--- src/hdl/spf_pkg.sv ---
// Shared package for the smallest-prime-factor sieve.
// Holds sizes, the opcode type, the mod-30 wheel gap table and the
// command/status structs between controller and datapath. No dependencies.
package spf_pkg;

    localparam int unsigned MAX_N    = 65535;
    localparam int          VALUE_W  = 16;
    localparam int          ADDR_W   = 16;
    localparam int          FACTOR_W = 8;
    localparam int          K_W      = ADDR_W + 1;
    localparam int          P_W      = 9;
    localparam int          PP_W     = 2 * P_W;
    localparam int          GAP_W    = 3;
    localparam int          SLOT_W   = 3;

    localparam logic [K_W-1:0]  MAX_N_K  = K_W'(MAX_N);
    localparam logic [PP_W-1:0] MAX_N_PP = PP_W'(MAX_N);
    localparam logic [P_W-1:0]  P_FIRST  = P_W'(7);

    typedef enum logic {
        OP_BUILD = 1'b0,
        OP_QUERY = 1'b1
    } opcode_t;

    // Gaps between successive numbers coprime to 30, starting from 7.
    function automatic logic [GAP_W-1:0] wheel_gap(input logic [SLOT_W-1:0] slot);
        logic [GAP_W-1:0] gap;
        case (slot)
            3'd0:    gap = 3'd4;
            3'd1:    gap = 3'd2;
            3'd2:    gap = 3'd4;
            3'd3:    gap = 3'd2;
            3'd4:    gap = 3'd4;
            3'd5:    gap = 3'd6;
            3'd6:    gap = 3'd2;
            default: gap = 3'd6;
        endcase
        return gap;
    endfunction

    typedef struct packed {
        logic fill_start;
        logic fill_step;
        logic p_square;
        logic p_advance;
        logic k_load;
        logic k_read;
        logic k_mark;
        logic q_read;
        logic out_load_query;
        logic out_load_build;
        logic built;
    } spf_cmd_t;

    typedef struct packed {
        logic fill_last;
        logic pp_over;
        logic p_marked;
        logic k_over;
    } spf_stat_t;

endpackage

--- src/hdl/spf_ctrl.sv ---
// Controller of the smallest-prime-factor sieve: handshakes, build
// sequencing and the built flag. Depends on spf_pkg.
module spf_ctrl import spf_pkg::*; (
    input  logic      aclk,
    input  logic      aresetn,
    input  logic      s_valid,
    output logic      s_ready,
    input  logic      s_opcode,
    output logic      m_valid,
    input  logic      m_ready,
    input  spf_stat_t stat,
    output spf_cmd_t  cmd
);

    typedef enum logic [7:0] {
        S_IDLE  = 8'b0000_0001,
        S_QUERY = 8'b0000_0010,
        S_FILL  = 8'b0000_0100,
        S_PSQ   = 8'b0000_1000,
        S_PCHK  = 8'b0001_0000,
        S_KRD   = 8'b0010_0000,
        S_KWR   = 8'b0100_0000,
        S_DONE  = 8'b1000_0000
    } state_t;

    state_t state_reg, state_next;
    logic   built_reg, built_next;
    logic   m_valid_reg, m_valid_next;
    logic   out_free;

    assign out_free = ~m_valid_reg | m_ready;
    assign m_valid  = m_valid_reg;

    always_comb begin
        state_next   = state_reg;
        built_next   = built_reg;
        m_valid_next = m_valid_reg & ~m_ready;
        s_ready      = 1'b0;
        cmd          = '0;
        cmd.built    = built_reg;

        unique case (state_reg)
            S_IDLE: begin
                s_ready = 1'b1;
            end
            S_QUERY: begin
                if (out_free) begin
                    cmd.out_load_query = 1'b1;
                    m_valid_next       = 1'b1;
                    s_ready            = 1'b1;
                    state_next         = S_IDLE;
                end
            end
            S_FILL: begin
                cmd.fill_step = 1'b1;
                if (stat.fill_last) begin
                    state_next = S_PSQ;
                end
            end
            S_PSQ: begin
                cmd.p_square = 1'b1;
                state_next   = S_PCHK;
            end
            S_PCHK: begin
                if (stat.pp_over) begin
                    state_next = S_DONE;
                end else if (stat.p_marked) begin
                    cmd.p_advance = 1'b1;
                    state_next    = S_PSQ;
                end else begin
                    cmd.k_load = 1'b1;
                    state_next = S_KRD;
                end
            end
            S_KRD: begin
                if (stat.k_over) begin
                    cmd.p_advance = 1'b1;
                    state_next    = S_PSQ;
                end else begin
                    cmd.k_read = 1'b1;
                    state_next = S_KWR;
                end
            end
            S_KWR: begin
                cmd.k_mark = 1'b1;
                state_next = S_KRD;
            end
            S_DONE: begin
                built_next = 1'b1;
                if (out_free) begin
                    cmd.out_load_build = 1'b1;
                    m_valid_next       = 1'b1;
                    state_next         = S_IDLE;
                end
            end
            default: begin
                state_next = S_IDLE;
            end
        endcase

        if (s_valid && s_ready) begin
            if (opcode_t'(s_opcode) == OP_QUERY) begin
                cmd.q_read = 1'b1;
                state_next = S_QUERY;
            end else begin
                cmd.fill_start = 1'b1;
                state_next     = S_FILL;
            end
        end
    end

    always_ff @(posedge aclk) begin
        if (!aresetn) begin
            state_reg   <= S_IDLE;
            built_reg   <= 1'b0;
            m_valid_reg <= 1'b0;
        end else begin
            state_reg   <= state_next;
            built_reg   <= built_next;
            m_valid_reg <= m_valid_next;
        end
    end

endmodule

--- config.mk ---
export PLATFORM = sky130hd
export DESIGN_NAME = spf_ctrl
export DESIGN_NICKNAME = d
export VERILOG_FILES = /design/src/hdl/spf_pkg.sv /design/src/hdl/spf_ctrl.sv
export SDC_FILE = /design/constraint.sdc
export NUM_CORES = 1
export LEC_CHECK = 0
export BUFFER_PORTS_ARGS = -buffer_cell sky130_fd_sc_hd__buf_4
export CAP_MARGIN = 40
export CORE_ASPECT_RATIO = 0.9
export CORE_MARGIN = 2
export CORE_UTILIZATION = 40
export DETAILED_ROUTE_END_ITERATION = 8
export GPL_ROUTABILITY_DRIVEN = 0
export PLACE_DENSITY = 0.65
export REMOVE_ABC_BUFFERS = 1
export SETUP_SLACK_MARGIN = 0.2
export SLEW_MARGIN = 10
export SYNTH_ARGS = -nofsm -noshare
export SYNTH_HDL_FRONTEND = slang
export SYNTH_SLANG_ARGS = --single-unit
--- constraint.sdc ---
create_clock -name aclk -period 2.5 [get_ports aclk]
set_input_delay 0.375 -clock aclk [delete_from_list [all_inputs] [get_ports aclk]]
set_output_delay 0.375 -clock aclk [all_outputs]
set_load 0.05 [all_outputs]
==> results of run 1 <==
==> worst register-to-register path, stage by stage, from the launching register on <==
cell and delay [ps]:
dfxtp_4 360, or3_4 370, or4_4 470, buf_6 160, buf_4 130, nor3b_2 220
o31ai_1 110
==> through the flow <==
| step | power (W) | setup TNS [ps] | setup slack, ps | hold slack (ps) | cell area, um^2 |
|---|---|---|---|---|---|
| after floorplan | 0.000217 | -870 | -356 | 446 | 642 |
| after global routing | 0.000425 | 0 | 99.1 | 352 | 1050 |
| after CTS | 0.000408 | 0 | 65.0 | 332 | 1000 |
| after detailed placement | 0.000244 | 0 | 207 | 457 | 845 |
| final | 0.000411 | 0 | 145 | 346 | 1050 |
| after global placement | 0.000244 | 0 | 212 | 450 | 845 |
==> timing repair <==
action                     CTS  global route
setup buffers                7             2
resized for setup           19             7
pin swaps                    7             4
setup endpoints to repair    6             9
==> cell type report <==
cell class | count | share of cell area, %
multi-input cells | 58 | 47.7
repair buffers | 32 | 25.3
flip-flops and latches | 10 | 20.3
clock buffers | 4 | 3.44
well taps | 24 | 2.85
inverters | 1 | 0.356
==> cells in the final DEF (no fill, tap or decap), drive strengths merged, types with 3 or more instances in the layout <==
cell type   n
a21boi      3
and2        4
buf        32
clkbuf      4
dfxtp      10
nand2b      5
nor2        5
nor4        5
nor4b       4
o21a        4
==> power by group <==
part           internal [W]  switching (W)  leakage [nW]   total, W
Clock             0.0000886      0.0000597        0.0210   0.000148
Sequential         0.000161     0.00000325        0.0835   0.000164
Combinational     0.0000455      0.0000534         0.322  0.0000989
==> kinds of logic after synthesis <==
family / Yosys count
buf+inv: 8
simple gates: 41
xor+xnor: 2
compound gates: 15
flops: 10
==> path summary, 6_finish.rpt <==
path,start,end,slack (ps)
hold reg to reg,built_reg,built_reg,470
setup reg to reg,state_reg[2],state_reg[0],570
setup / recovery,state_reg[0],cmd[6],150
hold / removal,aresetn,state_reg[0],350
==> per-layer routing <==
layer | vias up | wire length [um]
li1 | 337 | -
met1 | 340 | 874
met2 | 19 | 828
met3 | 2 | 88
met4 | 0 | 7
met5 | - | 0
==> results by group, run 1 <==
STA
  • Fin Clk Skew: 5.22 ps
  • Final setup fails: 0
  • Final Hold Violating Endpoints: 0
  • RSZ-0062 raised after global routing: true
  • Final period util: 94.2%
  • F_max: 425 MHz
  • Final min period: 2350 ps
  • Worst-margin pin slew: 566 ps
  • Max-slew violations: 0
  • Rel. slew slack: 62.2%

Synthesis
  • Avg Cell Area, Syn: 9.07 um^2
  • Number of synthesized flops with an enable pin: 0
  • Synth Area in Adders: 0%
  • Most common library cells after synthesis: dfxtp_1 (10), nand2b_1 (5), nor2_1 (5)
  • Yosys reg bits: 10
  • Synth Area in XOR/XNOR: 2.54%
  • Post-synthesis mux area share: 0%
  • Compound-Gate Fraction of Synth Area: 17.2%
  • Async SR Flop Fraction: 0%
  • Synth Flop Type: dfxtp_1
  • Post-Syn Area: 689 um^2
  • Yosys top cell area share: 29.0%
  • Fraction of the mapped netlist area in simple logic gates: 43.7%
  • Largest family of logic cells by synthesized area: simple AND/OR/NAND/NOR gates
  • Synth Warn #: 0
  • Count leader, synth: dfxtp_1
  • Seq/Total Area, Yosys: 29.0%
  • Largest area contributor in the netlist: dfxtp_1
  • Count of different cell masters after synthesis: 39
  • Synth area leaders: dfxtp_1 (29%), nand2b_1 (4.5%), o21a_1 (4.4%)
  • Cells after Synth: 76

Worst setup path
  • Startpoint Class: flip-flop
  • CP max-delay cell: or4_4
  • Worst Path Required: 2120 ps
  • Cell family with most CP delay: simple AND/OR/NAND/NOR gates
  • Peak fanout along the critical path: 2
  • Worst reg-to-reg path cell count: 6
  • CP Depth: 4
  • Setup crit end kind: primary output
  • WS Path Type: reg2out
  • Crit path cell chain: or4_4 > or3_4 > nor4_4 > buf_6
  • Buf/Inv on CP: 1
  • Max incr delay on CP: 530 ps
  • Worst Path Arrival: 1980 ps

Hold path
  • Hold Crit Depth: 2
  • Hold Path Class: in2reg

Floorplanning
  • Die Y: 43.4 um
  • Die Width: 47.8 um
  • FP Rows: 14
  • Io pins: 22
  • Initial core utilization: 41.9%
  • Full die area: 2070 um^2
  • Core area: 1650 um^2

Layout
  • Area of the multi-input gates: 503 um^2
  • Sequential Area: 214 um^2
  • # diodes: 0
  • Max reg flops: 8
  • Synthesis-to-finish area growth: 52.8%
  • Nets@finish: 115
  • Final Util: 64.0%
  • Non-Filler Instances: 129
  • # fillers: 148
  • Layout cells sized above 1: 51.4%

GRT
  • Total grt overflow: 0
  • Top Usage Layer GRT: met1
  • First-pass GRT wire length: 2790 um
  • Largest net degree at the start of global routing: 10
  • Overall routing resource usage: 19.2%
  • Grt met2 use: 27.2%
  • Initial antenna violation count: 0
  • Met1 GRT Util: 27.2%
  • Vias in the first global route: 581
  • Met3 Use GR: 7.50%

Route
  • Post-route ant nets: 0
  • Final wirelength: 1800 um
  • Drt initial violations: 20
  • DR vias: 698
  • Via density: 5.41
  • Post-route DRC: 0
  • DR WL/cell: 13.9 um
  • DR pass1 iterations: 6

Power and ir drop
  • P_leak: 0.426 nW
  • Worst vdd ir: 0.366 mV
  • PD cells: 390 nW/um^2

Place
  • Hpwl dp: 1210 um
  • Placed insts: 116
  • Port bufs: 21

Clock network
  • H-tree levels: 1
  • Root Driver: clkbuf_4
  • Clk buf depth: 2
  • Hold Buf Count CTS: 0
  • Clk slew on worst S/H paths: 70 ps
  • CTS buffer count: 3
  • CTS tree: yes
  • Worst skew pair latency: 270 ps
  • CTS Sinks: 10

Job
  • Max_cap viols: 0

Status
  • Status: finished clean
Note: power is estimated with default switching activity, not from simulation.
==> run 2, diff against run 1 <==
Settings changed: CORE_ASPECT_RATIO 0.9 to not set, CORE_UTILIZATION 40 to 48, CTS_CLUSTER_DIAMETER set to 120, PLACE_DENSITY 0.65 to 0.76.
==> run 2 against run 1 <==
Sequential power about the same. Wire length increased by 17%. Largest power group unchanged. Sequential share of layout area increased by 0.91 points. Die area decreased by 15%.
==> results by group, run 2 (synthesized netlist as in run 1, its figures left out) <==
Route
  • Drt initial violations: 20 (unchanged)
  • Post-route DRC: 0 (unchanged)
  • Post-route ant nets: 0 (unchanged)
  • DR pass1 iterations: 4 (-2)
  • DR WL/cell: 17.3 um (+24%)
  • Final wirelength: 2100 um (+17%)
  • DR vias: 733 (+5.0%)
  • Via density: 6.06 (+12%)

Clock network
  • Clk slew on worst S/H paths: 70 ps (about the same)
  • CTS tree: yes
  • H-tree levels: 1 (unchanged)
  • CTS buffer count: 3 (unchanged)
  • Hold Buf Count CTS: 0 (unchanged)
  • Worst skew pair latency: 270 ps (about the same)
  • Root Driver: clkbuf_4
  • Clk buf depth: 2 (unchanged)
  • CTS Sinks: 10 (unchanged)

Layout
  • Non-Filler Instances: 121 (-6.2%)
  • # diodes: 0 (unchanged)
  • Most common cell after layout, fill and taps aside: buf_4
  • Final Util: 76.5% (+13 points)
  • Max reg flops: 8 (unchanged)
  • # fillers: 84 (-43%)
  • Synthesis-to-finish area growth: 46.3%
  • Nets@finish: 117 (+1.7%)
  • Most frequent cells in the layout: buf_4 (28), buf_6 (6), nand2b_1 (5), dfxtp_1 (5)
  • Layout cells sized above 1: 49.1% (-2.4 points)

Worst setup path
  • Worst Path Arrival: 2000 ps (+20 ps)
  • Setup crit end kind: primary output
  • Cell family with most CP delay: simple AND/OR/NAND/NOR gates
  • CP max-delay cell: or4_4
  • WS Path Type: reg2out
  • Peak fanout along the critical path: 4 (+2)
  • Crit path cell chain: or3_4 > or4_4 > and4bb_1 > buf_6
  • Worst Path Required: 2120 ps (about the same)
  • Max incr delay on CP: 470 ps (-60 ps)
  • Buf/Inv on CP: 1 (unchanged)
  • Startpoint Class: flip-flop
  • Worst reg-to-reg path cell count: 6 (unchanged)
  • CP Depth: 4 (unchanged)

Place
  • Placed insts: 108 (-6.9%)
  • Hpwl dp: 1150 um (-4.6%)
  • Dpl ws: 262 ps (+54.8 ps)
  • Port bufs: 21 (unchanged)

GRT
  • Overall routing resource usage: 23.1% (+3.9 points)
  • Vias in the first global route: 675 (+16%)
  • First-pass GRT wire length: 3050 um (+9.4%)
  • Total grt overflow: 0 (unchanged)
  • Largest net degree at the start of global routing: 10 (unchanged)
  • Initial antenna violation count: 0 (unchanged)

STA
  • Rel. slew slack: 66.0% (+3.8 points)
  • Worst hold slack: 361 ps (+15.2 ps)
  • F_max: 421 MHz (-0.97%)
  • Setup slack after layout: 122 ps (-22.9 ps)
  • Final period util: 95.1% (+0.92 points)
  • Final min period: 2380 ps (+22.9 ps)
  • Fin Clk Skew: 0.655 ps (-4.57 ps)
  • Final setup fails: 0 (unchanged)
  • Worst-margin pin slew: 509 ps (-56.4 ps)
  • RSZ-0062 raised after global routing: true
  • Final Hold Violating Endpoints: 0 (unchanged)
  • Max-slew violations: 0 (unchanged)

Hold path
  • Hold Crit Depth: 2 (unchanged)
  • Hold Path Class: in2reg

Power and ir drop
  • PD cells: 374 nW/um^2 (-4.1%)
  • P_leak: 0.425 nW (-0.23%)
  • Worst vdd ir: 0.327 mV (-11%)

Floorplanning
  • Die Width: 41.9 um (-12%)
  • Initial core utilization: 52.3% (+10 points)
  • Core area: 1320 um^2 (-20%)
  • Io pins: 22 (unchanged)
  • Die Y: 41.9 um (-3.4%)
  • Full die area: 1760 um^2 (-15%)
  • FP Rows: 13 (-1)

Job
  • Max_cap viols: 0 (unchanged)

Status
  • Status: finished clean
run 2: area by class of cell:
| class | count | area [um^2] | area share (%) |
|---|---|---|---|
| Multi-Input combinational cell | 58 | 472 | 46.8 |
| Timing Repair Buffer | 34 | 278 | 27.5 |
| Sequential cell | 10 | 214 | 21.2 |
| Clock buffer | 3 | 22.5 | 2.23 |
| Tap cell | 15 | 18.8 | 1.86 |
| Inverter | 1 | 3.75 | 0.372 |
run 2: path summary, 6_finish.rpt:
kind | from | endpoint | slack (ps)
worst max-delay path | state_reg[3] | cmd[3] | 120
worst min-delay path | aresetn | state_reg[0] | 360
worst max register to register | state_reg[1] | state_reg[5] | 600
worst min register to register | built_reg | built_reg | 470
run 2: stage by stage:
step / total power [W] / area (um^2) / setup TNS, ps
2_1_floorplan: 0.000217 / 642 / -870
3_3_place_gp: 0.000243 / 841 / 0
3_5_place_dp: 0.000244 / 841 / 0
4_1_cts: 0.000365 / 958 / 0
5_1_grt: 0.000387 / 1010 / 0
6_report: 0.000377 / 1010 / 0
run 2: what timing repair did:
action | CTS | global route
buffers inserted | 6 | 4
pin swaps | 5 | 5
cloned | 0 | 0
setup endpoints to repair | 6 | 6
resized for setup | 15 | 5
run 2: per-layer routing:
| layer | track usage, % | vias to the layer above | wire length, um |
|---|---|---|---|
| met5 | 0 | - | 0 |
| li1 | - | 342 | - |
| met4 | 9.68 | 0 | 38 |
| met2 | 36.6 | 37 | 1010 |
| met3 | 7.83 | 7 | 163 |
| met1 | 28.3 | 347 | 886 |
run 2: where the power goes:
group	internal (W)	total (W)	switching (W)
Clock	0.0000558	0.000115	0.0000594
Combinational	0.0000438	0.0000986	0.0000549
Sequential	0.000161	0.000164	0.00000260
==> run 3, diff against run 2 <==
Settings changed: MAX_ROUTING_LAYER set to met4.
==> run 3 against run 2 <==
Worst hold slack improved by 0.82 ps. Worst setup slack got worse by 1.5 ps. Sequential share of layout area did not move. Design area did not move. Via count fell by 1.4%. Wire length rose by 0.86%. Clock power barely moved. Global-route usage rose by 0.64 points. First-iteration DRC count fell by 20%. Die area did not move. Utilization did not move. Clock-buffer cell count did not move. Critical endpoint unchanged. Highest routed layer unchanged.
==> results by group, run 3 (synthesized netlist as in run 1, its figures left out) <==
Status
  • Status: finished clean

Worst setup path
  • Peak fanout along the critical path: 4 (unchanged)
  • Cell family with most CP delay: simple AND/OR/NAND/NOR gates
  • Worst Path Required: 2120 ps (about the same)
  • Buf/Inv on CP: 1 (unchanged)
  • Worst reg-to-reg path cell count: 6 (unchanged)
  • Flop-to-flop setup slack: 600 ps (about the same)
  • RR Startpoint: state_reg[1]
  • Worst Path Arrival: 2000 ps (about the same)
  • Max incr delay on CP: 470 ps (about the same)
  • Crit path cell chain: or3_4 > or4_4 > and4bb_1 > buf_6
  • CP max-delay cell: or4_4
  • Reg-to-Reg End: state_reg[5]
  • Setup crit end kind: primary output
  • Startpoint Class: flip-flop
  • WS Path Type: reg2out

Place
  • Hpwl dp: 1150 um (unchanged)
  • Port bufs: 21 (unchanged)
  • Placed cell area: 841 um^2 (unchanged)

Route
  • Post-route ant nets: 0 (unchanged)
  • Post-route DRC: 0 (unchanged)
  • Final wirelength: 2120 um (+0.86%)
  • Via density: 5.98 (-1.4%)
  • DR pass1 iterations: 4 (unchanged)
  • DR vias: 723 (-1.4%)
  • DR WL/cell: 17.5 um (+0.86%)
  • Drt initial violations: 16 (-20%)

STA
  • Fin Clk Skew: 1.29 ps (+0.637 ps)
  • Max-slew violations: 0 (unchanged)
  • F_max: 420 MHz (about the same)
  • RSZ-0062 raised after global routing: true
  • Final Hold Violating Endpoints: 0 (unchanged)
  • Rel. slew slack: 66.7% (+0.72 points)
  • Final setup TNS: 0 ps (unchanged)
  • Worst-margin pin slew: 498 ps (-10.8 ps)
  • Final min period: 2380 ps (+1.49 ps)
  • Final setup fails: 0 (unchanged)
  • Final period util: 95.2% (about the same)

Power and ir drop
  • P_leak: 0.425 nW (unchanged)
  • PD cells: 373 nW/um^2 (-0.26%)
  • Worst vdd ir: 0.326 mV (-0.46%)

Layout
  • Most frequent cells in the layout: buf_4 (28), buf_6 (6), nand2b_1 (5), dfxtp_1 (5)
  • # fillers: 84 (unchanged)
  • Max reg flops: 8 (unchanged)
  • # diodes: 0 (unchanged)
  • Synthesis-to-finish area growth: 46.3% (unchanged)
  • Cell area after layout: 1010 um^2 (unchanged)
  • Most common cell after layout, fill and taps aside: buf_4
  • Nets@finish: 117 (unchanged)
  • Layout cells sized above 1: 49.1% (unchanged)

Floorplanning
  • Die Width: 41.9 um (unchanged)
  • Die Y: 41.9 um (unchanged)
  • Io pins: 22 (unchanged)
  • Initial core utilization: 52.3% (unchanged)
  • Core area: 1320 um^2 (unchanged)
  • FP Rows: 13 (unchanged)
  • Full die area: 1760 um^2 (unchanged)

GRT
  • Grt met2 use: 36.6% (unchanged)
  • Largest net degree at the start of global routing: 10 (unchanged)
  • Top Usage Layer GRT: met2
  • Overall routing resource usage: 23.7% (+0.64 points)
  • Total grt overflow: 0 (unchanged)
  • Initial antenna violation count: 0 (unchanged)
  • Met3 Use GR: 7.83% (unchanged)
  • Met1 GRT Util: 28.3% (unchanged)
  • Vias in the first global route: 674 (-0.15%)
  • First-pass GRT wire length: 3050 um (unchanged)

Clock network
  • Clk slew on worst S/H paths: 70 ps (about the same)
  • Clk buf depth: 2 (unchanged)
  • CTS Sinks: 10 (unchanged)
  • H-tree levels: 1 (unchanged)
  • Hold Buf Count CTS: 0 (unchanged)
  • CTS tree: yes
  • Worst skew pair latency: 270 ps (about the same)
  • CTS buffer count: 3 (unchanged)
  • Root Driver: clkbuf_4

Hold path
  • Hold Path Class: in2reg
  • Hold Crit Depth: 2 (unchanged)
  • Hold Path End: state_reg[0]
  • HP Start: aresetn

Job
  • Max_cap viols: 0 (unchanged)
==> run 3: metal layers <==
metal  vias up  part of all wire, %
li1        343                    -
met1       342                   44
met2        31                   47
met3         7                  7.4
met4         0                  1.7
met5         -                    0
==> run 3: layout make-up <==
type | instances | area [um^2] | area share [%]
clock buffers | 3 | 22.5 | 2.23
inverters | 1 | 3.75 | 0.372
multi-input cells | 58 | 472 | 46.8
flip-flops and latches | 10 | 214 | 21.2
well taps | 15 | 18.8 | 1.86
repair buffers | 34 | 278 | 27.5
==> run 3: worst max-delay path by stage <==
stage,start,to,slack (ps),cells after the start
2_1_floorplan,state_reg[7],cmd[4],-360,2
3_3_place_gp,state_reg[7],cmd[6],290,4
6_report,state_reg[3],cmd[3],120,4
5_1_grt,state_reg[3],cmd[3],90,4
4_1_cts,state_reg[2],cmd[10],90,4
3_5_place_dp,state_reg[2],cmd[10],260,4
==> run 3: worst reg2reg max path: cells and delay by family, from the launching register on <==
family                 cells  cell delay, ps
and+or+nand+nor            3            1180
AOI/OAI and AO/OA          1              90
DFF                        1             340
buffers and inverters      2             240
==> run 3: timing repair <==
item	in CTS	in global routing
endpoints found under the setup margin	6	6
gates resized for setup	15	5
pin swaps	5	5
buffers inserted	6	4
==> run 3: stage by stage <==
stage	power, W	util (%)	std cells	hold WS, ps	setup slack [ps]
global route	0.000387	76.5	121	374	94.6
detailed placement	0.000244	63.8	108	455	262
CTS	0.000365	72.7	117	348	92.4
global placement	0.000243	63.8	108	454	286
finish	0.000376	76.5	121	362	121
floorplan	0.000217	-	69	446	-356
==> run 3: power breakdown <==
part           switching [W]  internal, W
clock              0.0000584    0.0000558
combinational      0.0000547    0.0000438
sequential        0.00000265     0.000161
total               0.000116     0.000261
